<file path="config.mk">
export PLATFORM = sky130hd
export DESIGN_NAME = psd_sqrt_cell
export DESIGN_NICKNAME = d
export VERILOG_FILES = /design/src/rtl/psd_sqrt_cell.sv
export SDC_FILE = /design/constraint.sdc
export NUM_CORES = 1
export LEC_CHECK = 0
export CORE_MARGIN = 2
export CORE_UTILIZATION = 25
export DETAILED_ROUTE_END_ITERATION = 7
export DONT_BUFFER_PORTS = 1
export REMOVE_ABC_BUFFERS = 1
export SYNTH_ARGS = -nofsm -noshare
export SYNTH_HDL_FRONTEND = slang
export SYNTH_SLANG_ARGS = --single-unit
export TNS_END_PERCENT = 100
</file>
<file path="constraint.sdc">
create_clock -name clk -period 2.7 [get_ports clk]
set_input_delay 0.81 -clock clk [delete_from_list [all_inputs] [get_ports clk]]
set_output_delay 0.81 -clock clk [all_outputs]
set_load 0.01 [all_outputs]
</file>
<file path="src/rtl/psd_sqrt_cell.sv">
`timescale 1ns / 1ps
// ----------------------------------------------------------------------------
// psd_sqrt_cell
// One digit-by-digit square root cell: brings down two radicand bits and
// decides one root bit. The threshold rides along unchanged.
// ----------------------------------------------------------------------------
module psd_sqrt_cell #(
  parameter int VW = 36,
  parameter int RTW = 18,
  parameter int PW = 17
) (
  input  logic           clk,
  input  logic           rst,
  input  logic           en,
  input  logic           vin,
  input  logic [VW-1:0]  val_in,
  input  logic [RTW+1:0] rem_in,
  input  logic [RTW-1:0] root_in,
  input  logic [PW-1:0]  pay_in,
  output logic           vout,
  output logic [VW-1:0]  val,
  output logic [RTW+1:0] rem,
  output logic [RTW-1:0] root,
  output logic [PW-1:0]  pay
);

  logic [RTW+1:0] rem_sh;
  logic [RTW+1:0] trial;

  assign rem_sh = {rem_in[RTW-1:0], val_in[VW-1:VW-2]};
  assign trial  = {root_in, 2'b01};

  // Advance valid
  always_ff @(posedge clk) begin
    if (rst) begin
      vout <= 1'b0;
    end else if (en) begin
      vout <= vin;
    end
  end

  // Decide one root bit
  always_ff @(posedge clk) begin
    if (en) begin
      val <= {val_in[VW-3:0], 2'b00};
      pay <= pay_in;
      if (rem_sh >= trial) begin
        rem  <= rem_sh - trial;
        root <= {root_in[RTW-2:0], 1'b1};
      end else begin
        rem  <= rem_sh;
        root <= {root_in[RTW-2:0], 1'b0};
      end
    end
  end

endmodule

</file>
==> results.md <==
* Status: finished, final reports clean
* F_max at 0.4206 GHz
* CP startpoint: root_in[15]
* DRC violations left at 0
* Leak at 1.855 nW
* Critical path peak fanout at 12
* Global placer's final weighted congestion at 0.7758
* Grt ovf at 0
* CTS tree: done
* H-tree levels at 3
* Post-CTS Hold Fix Bufs at 0
* Area delta synth->final at 18.55%
* Post-synthesis register bit count at 90
* Layout cell share with drive strength beyond 1 at 0.2099
* Number of synthesized flops with an enable pin at 89
* Crit path required time at 2.79 ns
* Clock slew at reported path FFs at roughly 0.06 ns
* Post-synth top area cell: edfxtp_1
* Multiplexer share of the synthesized area at 0.004865
* Starting DRC count in detailed routing at 72
* Core Area at 16000 µm²
* Post_cts resized at 0
* Synth Area in Simple Gates at 0.07753
* Die Width at 132.3 µm
* Cts bufs inserted at 9
* Final Hold Viols at 0
* Hold Startpoint: rst
* GRT Total Usage at 0.1091
* Max Cap Violations at 0
* Initial Util at 0.2572
* Worst-Skew Late Latency at approximately 0.34 ns
* Post-CTS setup buffers at 0
* Sequential share of the synthesized area at 0.6543
* Ranking of synthesized cells by area: edfxtp_1 65%, ha_1 6.1%, nand2_1 2.8%
* Crit Path Class: input port to flop
* XOR/XNOR Fraction of Synth Area at 0.03375
* Final Max Tran Viols at 0
* Post-synth top area share at 0.6494
* Vias at 2452
* Tmin final at 2.377 ns
* Post-synth cell types at 51
* Die area at 17500 µm²
* Total Power at 3.505 mW
* Post-synth ARST share at 0
* Pin count of the biggest net entering global routing at 91
* Synth Area in Compound Gates at 0.1298
* Count of final setup violators at 0
* CTS sink count at 90
* Final wirelength at 9604 µm
* Commonest cells post-synth: 89 x edfxtp_1, 31 x nand2_1, 23 x inv_1
* RSZ-0062 raised after global routing: false
* FP Rows at 46
* Io pins at 187
* DR WL/cell at 17.18 µm
* Synth Instances at 302
* Root buf cell: clkbuf_16
* Ant diodes at 0
* Clock buffer depth at 2
* Mapped cell area at 4115 µm²
* CP arrival at 2.47 ns
* Fin Clk Skew at 0 ns
* FF-to-FF Start: vout
* IO buf count at 0
* Synth Warn # at 0
* Initial antenna violation count at 0
* Drt pass-1 iters at 4
* Via-to-Cell Ratio at roughly 4.4
* Top_reg_cell synth: edfxtp_1
* Nets at 453
* First-pass GRT wire length at 14270 µm
* Tcrit/Tclk final at 0.8805
* Hold Path Class: input port to flop
* Most frequent cell after synthesis: edfxtp_1
* WHS at 0.5340 ns
* Power Dens Cells at between 700 and 800 nW/µm²
* Via count of the first global-routing pass at 2454
* DP Wirelength at 7389 µm
* Largest family of logic cells by synthesized area: compound AO/OA/AOI/OAI gates
* Final setup TNS at 0 ns
* Synth Area per Inst at around 14 µm²
* Startpoint Class: input port
* Chip height at 132.3 µm
* VDD IR max at 0.0002915 V
* Adder-Cell Fraction of Synth Area at 0.06081
* Critical path endpoint category: flop
* Final antenna-violating net count at 0
-- kinds of logic after synthesis --
| kind of cell | Yosys count |
|---|---|
| muxes | 2 |
| buffers and inverters | 32 |
| other | 1 |
| DFF | 90 |
| adders and majority gates | 20 |
| AOI/OAI and AO/OA | 74 |
| xor gates and xnor gates | 15 |
| and+or+nand+nor | 68 |
-- flip-flops by register name, summed over array words and instances, names as in the netlist --
signal  cells
pay        17
rem        20
root       18
val        34
vout        1
-- path summary, 6_finish.rpt --
kind	depth (start not counted)	slack (ns)	end
hold reg to reg	2	0.57	vout
hold / removal	1	0.53	vout
setup reg to reg	2	2.07	vout
setup / recovery	9	0.32	rem[8]
-- layout by cell type (no fill, tap or decap), types with 8 or more instances in the layout --
master and count:
clkbuf_16 9, edfxtp_1 89, o21ai_0 10, nor3_1 8
buf_4 31, xor2_1 10, inv_1 23, nand2_1 31
a21oi_1 10, o21ai_1 9, nor2_1 13, ha_1 20
o21ai_2 8
-- worst max-delay path, stage by stage --
cell and delay, ns:
inv_1 0.02, ha_1 0.29, a21oi_2 0.18, nor2_1 0.07, a2111oi_2 0.28, o21ai_1 0.17, o22ai_4 0.29, buf_4 0.26
o21ai_1 0.09
-- routing by layer --
metal | part of all wire | track usage
met4 | 0.015 | 0.04182
met2 | 0.49 | 0.1803
met5 | 0 | 0
met3 | 0.11 | 0.05805
met1 | 0.39 | 0.1186
-- power by group --
group	internal [mW]	switching, mW
sequential	1.70	0.121
clock	0.719	0.534
combinational	0.202	0.230
-- final cells by class --
class | count | area, µm²
Clock buffer | 10 | 229.0
Clock inverter | 6 | 66.31
Inverter | 24 | 90.09
Fill cell | 1647 | 11120
Sequential cell | 90 | 2693
Timing Repair Buffer | 32 | 252.7
Multi-Input combinational cell | 181 | 1277
Tap cell | 216 | 270.3
-- metrics by stage --
stage                     instances  utilization  cell area (µm²)  worst slack [ns]
after CTS                       559       0.3049             4878            0.2874
after global routing            559       0.3049             4878            0.1583
after detailed placement        543       0.2864             4583          -0.08143
final                           559       0.3049             4878            0.3227
after floorplan                 295            -             4053           -0.6214
after global placement          543       0.2864             4583          -0.07064
Power figures use the tool's default switching activity.
