<file path="src/rtl/psd_div_cell.sv">
`timescale 1ns / 1ps
// ----------------------------------------------------------------------------
// psd_div_cell
// One restoring-division cell: shifts the partial remainder, tries the
// divisor and appends one quotient bit. Payload rides along unchanged.
// ----------------------------------------------------------------------------
module psd_div_cell #(
  parameter int RW = 35,
  parameter int QW = 16,
  parameter int PW = 8
) (
  input  logic          clk,
  input  logic          rst,
  input  logic          en,
  input  logic          vin,
  input  logic [RW-1:0] rem_in,
  input  logic [RW-1:0] den_in,
  input  logic [QW-1:0] quo_in,
  input  logic [PW-1:0] pay_in,
  output logic          vout,
  output logic [RW-1:0] rem,
  output logic [RW-1:0] den,
  output logic [QW-1:0] quo,
  output logic [PW-1:0] pay
);

  logic [RW-1:0] rem2;

  assign rem2 = {rem_in[RW-2:0], 1'b0};

  // Advance valid
  always_ff @(posedge clk) begin
    if (rst) begin
      vout <= 1'b0;
    end else if (en) begin
      vout <= vin;
    end
  end

  // Try one quotient bit
  always_ff @(posedge clk) begin
    if (en) begin
      den <= den_in;
      pay <= pay_in;
      if (rem2 >= den_in) begin
        rem <= rem2 - den_in;
        quo <= {quo_in[QW-2:0], 1'b1};
      end else begin
        rem <= rem2;
        quo <= {quo_in[QW-2:0], 1'b0};
      end
    end
  end

endmodule

</file>
<file path="config.mk">
export PLATFORM = sky130hd
export DESIGN_NAME = psd_div_cell
export DESIGN_NICKNAME = d
export VERILOG_FILES = /design/src/rtl/psd_div_cell.sv
export SDC_FILE = /design/constraint.sdc
export NUM_CORES = 1
export LEC_CHECK = 0
export BUFFER_PORTS_ARGS = -buffer_cell sky130_fd_sc_hd__buf_2
export CORE_UTILIZATION = 38
export CTS_BUF_LIST = sky130_fd_sc_hd__clkbuf_8
export CTS_CLUSTER_DIAMETER = 40
export DETAILED_ROUTE_END_ITERATION = 10
export GPL_TIMING_DRIVEN = 1
export PLACE_DENSITY_LB_ADDON = 0.2
export REMOVE_ABC_BUFFERS = 1
export SLEW_MARGIN = 20
export SYNTH_ARGS = -nofsm -noshare
export SYNTH_HDL_FRONTEND = slang
export SYNTH_SLANG_ARGS = --single-unit
export TNS_END_PERCENT = 100
</file>
<file path="constraint.sdc">
create_clock -name clk -period 3.6 [get_ports clk]
set_input_delay 0.18 -clock clk [delete_from_list [all_inputs] [get_ports clk]]
set_output_delay 0.18 -clock clk [all_outputs]
set_load 0.02 [all_outputs]
</file>
==> key figures <==
Run status
  • Status: complete, no violations

Yosys
  • Yosys top cell by area: edfxtp_1
  • Post-synthesis xor/xnor area fraction: between 4 and 5%
  • Synth unique cells: 54
  • Largest family of logic cells by synthesized area: compound AO/OA/AOI/OAI gates
  • Sequential cell area fraction in the yosys report: approximately 53%
  • Area contributors post-synth: edfxtp_1 (53%), ha_1 (8.2%), a21oi_1 (5.0%), inv_1 (3.0%), nor2_1 (2.8%)
  • Yosys warns: 0
  • Ys flop type: edfxtp_1
  • Post-Syn Instances: roughly 470
  • Synth Area in Compound Gates: 17.1%
  • Avg Inst Size Synth: roughly 11 sq um
  • Most instantiated cells after synthesis: edfxtp_1 (94), a21oi_1 (53), inv_1 (42), nor2_1 (40), ha_1 (35)
  • Post-Synth Simple-Gate Area: under 10%
  • EDFF count, synth: 94
  • Post-synth top area share: approximately 53%
  • Asr flop ratio synth: 0%
  • Register bit total from synthesis: between 90 and 100
  • Mux cell area share after synthesis: 3.00%
  • Most common cell in the netlist: edfxtp_1
  • Adder-cell area share of the yosys netlist: roughly 8.6%
  • Mapped cell area: about 5300 sq um

Placement
  • Pre-CTS setup slack: 0.352 ns
  • HPWL Detailed: slightly below 10000 um
  • Port Buffers: 190
  • GPL Wtd Cong: between 0.8 and 0.9

Power and ir drop
  • Leakage power: 3.28 nW
  • Comb pwr share: between 30% and 40%
  • Register share of total power: 46.8%
  • Worst vdd ir: between 150 and 200 uV
  • Pwr/cell area: just over 400 nW/um^2
  • Total power draw: about 2.9 mW
  • Clk pwr share: 23.2%
  • Switching share of power: between 30 and 40%
  • NetSw: around 960 uW
  • P_int: 1.98 mW

Worst setup path
  • Critical-path maximum fanout: 6
  • Crit path DAT: 3.50 ns
  • CP startpoint kind: input pin
  • Nature of the critical path endpoint: flip-flop
  • Required time worst endpoint: between 3 and 4 ns
  • Type of the worst setup path: in2reg

Floorplan
  • Die extent in y: around 120 um
  • Chip Width: roughly 120 um
  • # rows: 42
  • CORE AREA: 13500 sq um
  • Initial Utilization: 39.6%
  • Num ports: 193
  • Die area: 14500 sq um

STA
  • Highest Clock Rate: 297 MHz
  • Fin Setup TNS: 0 ns
  • Hold Violations, Final: 0
  • Post-route setup slack: roughly 0.23 ns
  • Max-slew headroom: between 50 and 60%
  • Min Clock Period, post-route: between 3 and 4 ns
  • Final Slew Violations: 0
  • Final setup viols: 0
  • RSZ-0062 raised after global routing: false
  • Worst slew pin tran: roughly 0.64 ns
  • Fin Clk Skew: 0 ns
  • Fin crit share: between 90% and 100%

Global routing
  • GRT overflow: 0
  • Vias in the first global route: 4400
  • Largest net degree at the start of global routing: 42
  • Initial antenna violation count: 0
  • First-pass GRT wire length: 21400 um
  • GR Util All Layers: between 10% and 20%

Clock tree
  • # clock sinks: 95
  • CTS tree: yes
  • Total CTS buffers: 9
  • Clock Tree Root: clkbuf_8
  • Postcts setup bufs: 0
  • H-tree depth: 3
  • Maximum clock path buffer count: 2
  • Worst-Skew Late Latency: about 0.38 ns
  • Clock slew at reported path FFs: approximately 0.10 ns

Layout
  • P&R area growth vs syn: 36.8%
  • Nets: 864
  • Share of layout cells above drive strength 1: a little under a third
  • FILL cells: 1249
  • Ant. Diodes: 0

Run
  • Max Cap Viol: 0

Route
  • Drt pass-1 iters: 5
  • Vias: 4525
  • DR iter-0 viols: roughly 360
  • Residual DRC: 0
  • ANT nets after route: 0
  • Final WL: between 10000 and 15000 um
  • Wire length per cell: approximately 15 um
  • Vias per cell: 4.97

Min path
  • Worst min path class: in2reg
cells in the final DEF, fill, tap and decap left out, drive strengths merged, types with 2 or more instances in the layout:
cell and n:
o21ai 25, xnor2 16, xor2 13, o21a 7, o311ai 2, o211ai 4
o21bai 3, ha 35, a21o 13, o211a 3, a221oi 3, and3 8
a31oi 3, nor2b 2, nor2 40, clkinv 2, dlygate4sd3 58, inv 45
a2111o 2, edfxtp 94, nand2b 7, o31ai 4, clkinvlp 2, buf 199
nand2 25, mux2 12, clkbuf 9, a211o 3, and2 3, nor3 5
or3 2, nand3 5, nand4 5, a211oi 7, a21oi 54
registers in the layout (all words and copies together), names as in the netlist:
| signal | flops |
|---|---|
| quo | 16 |
| vout | 1 |
| rem | 35 |
| den | 35 |
| pay | 8 |
worst paths after layout:
path,cells past startpoint,end,start,slack (ns)
hold reg to reg,2,vout$_SDFFE_PP0P_,vout$_SDFFE_PP0P_,0.50
hold / removal,1,den[0]$_DFFE_PP_,den_in[0],0.02
setup reg to reg,2,vout$_SDFFE_PP0P_,vout$_SDFFE_PP0P_,3.02
setup / recovery,14,rem[33]$_DFFE_PP_,den_in[2],0.23
metrics by stage:
stage,instances,cell area (sq um),hold WS [ns],util [%]
5_1_grt,911,7300,0.0138,54.2
4_1_cts,911,7290,0.00455,54.2
2_1_floorplan,462,5280,0.252,-
3_3_place_gp,837,6520,0.337,48.5
6_report,911,7300,0.0219,54.2
3_5_place_dp,837,6520,0.342,48.5
layer usage:
metal	part of all wire, %	GRT usage [%]	vias up
met5	0	0	-
met4	1.8	7.64	0
met3	5.6	2.64	16
met2	46	30.1	147
met1	46	25.5	2089
li1	-	-	2273
critical path: stages:
cell and delay (ns):
dlygate4sd3_1 0.53, buf_2 0.12, inv_1 0.04, ha_1 0.37
o211ai_1 0.10, a21oi_1 0.25, o211ai_1 0.21, buf_4 0.19
a211oi_1 0.26, buf_4 0.18, o221ai_1 0.24, o31ai_1 0.42
xor2_1 0.12, mux2_4 0.28
final cells by class:
class | count | area, sq um | area share [%]
tap | 176 | 220 | 3.02
clock inverter | 7 | 65.1 | 0.892
multi-input combinational | 325 | 2280 | 31.3
timing repair buffer | 257 | 1600 | 22.0
inverter | 42 | 158 | 2.16
clock buffer | 9 | 124 | 1.70
sequential | 95 | 2840 | 39.0
power groups by stage:
stage          Clock, mW  Combinational (mW)  Sequential, mW
3_5_place_dp           0               0.828            1.40
6_report           0.682               0.882            1.37
5_1_grt            0.742               0.966            1.39
2_1_floorplan          0               0.383            1.56
4_1_cts            0.706               0.881            1.38
3_3_place_gp           0               0.820            1.40
timing repair:
item                                   CTS  global route
resized for setup                        0             1
endpoints found under the hold margin   58             0
setup endpoints to repair                0            10
hold buffers                            58             0
cells by family after synthesis:
group           after synthesis
fa+ha+maj                    36
mux                          13
compound gates              142
flops                        95
xor+xnor                     29
simple gates                105
buf+inv                      49
No activity file was read; power rests on OpenSTA's default activity.
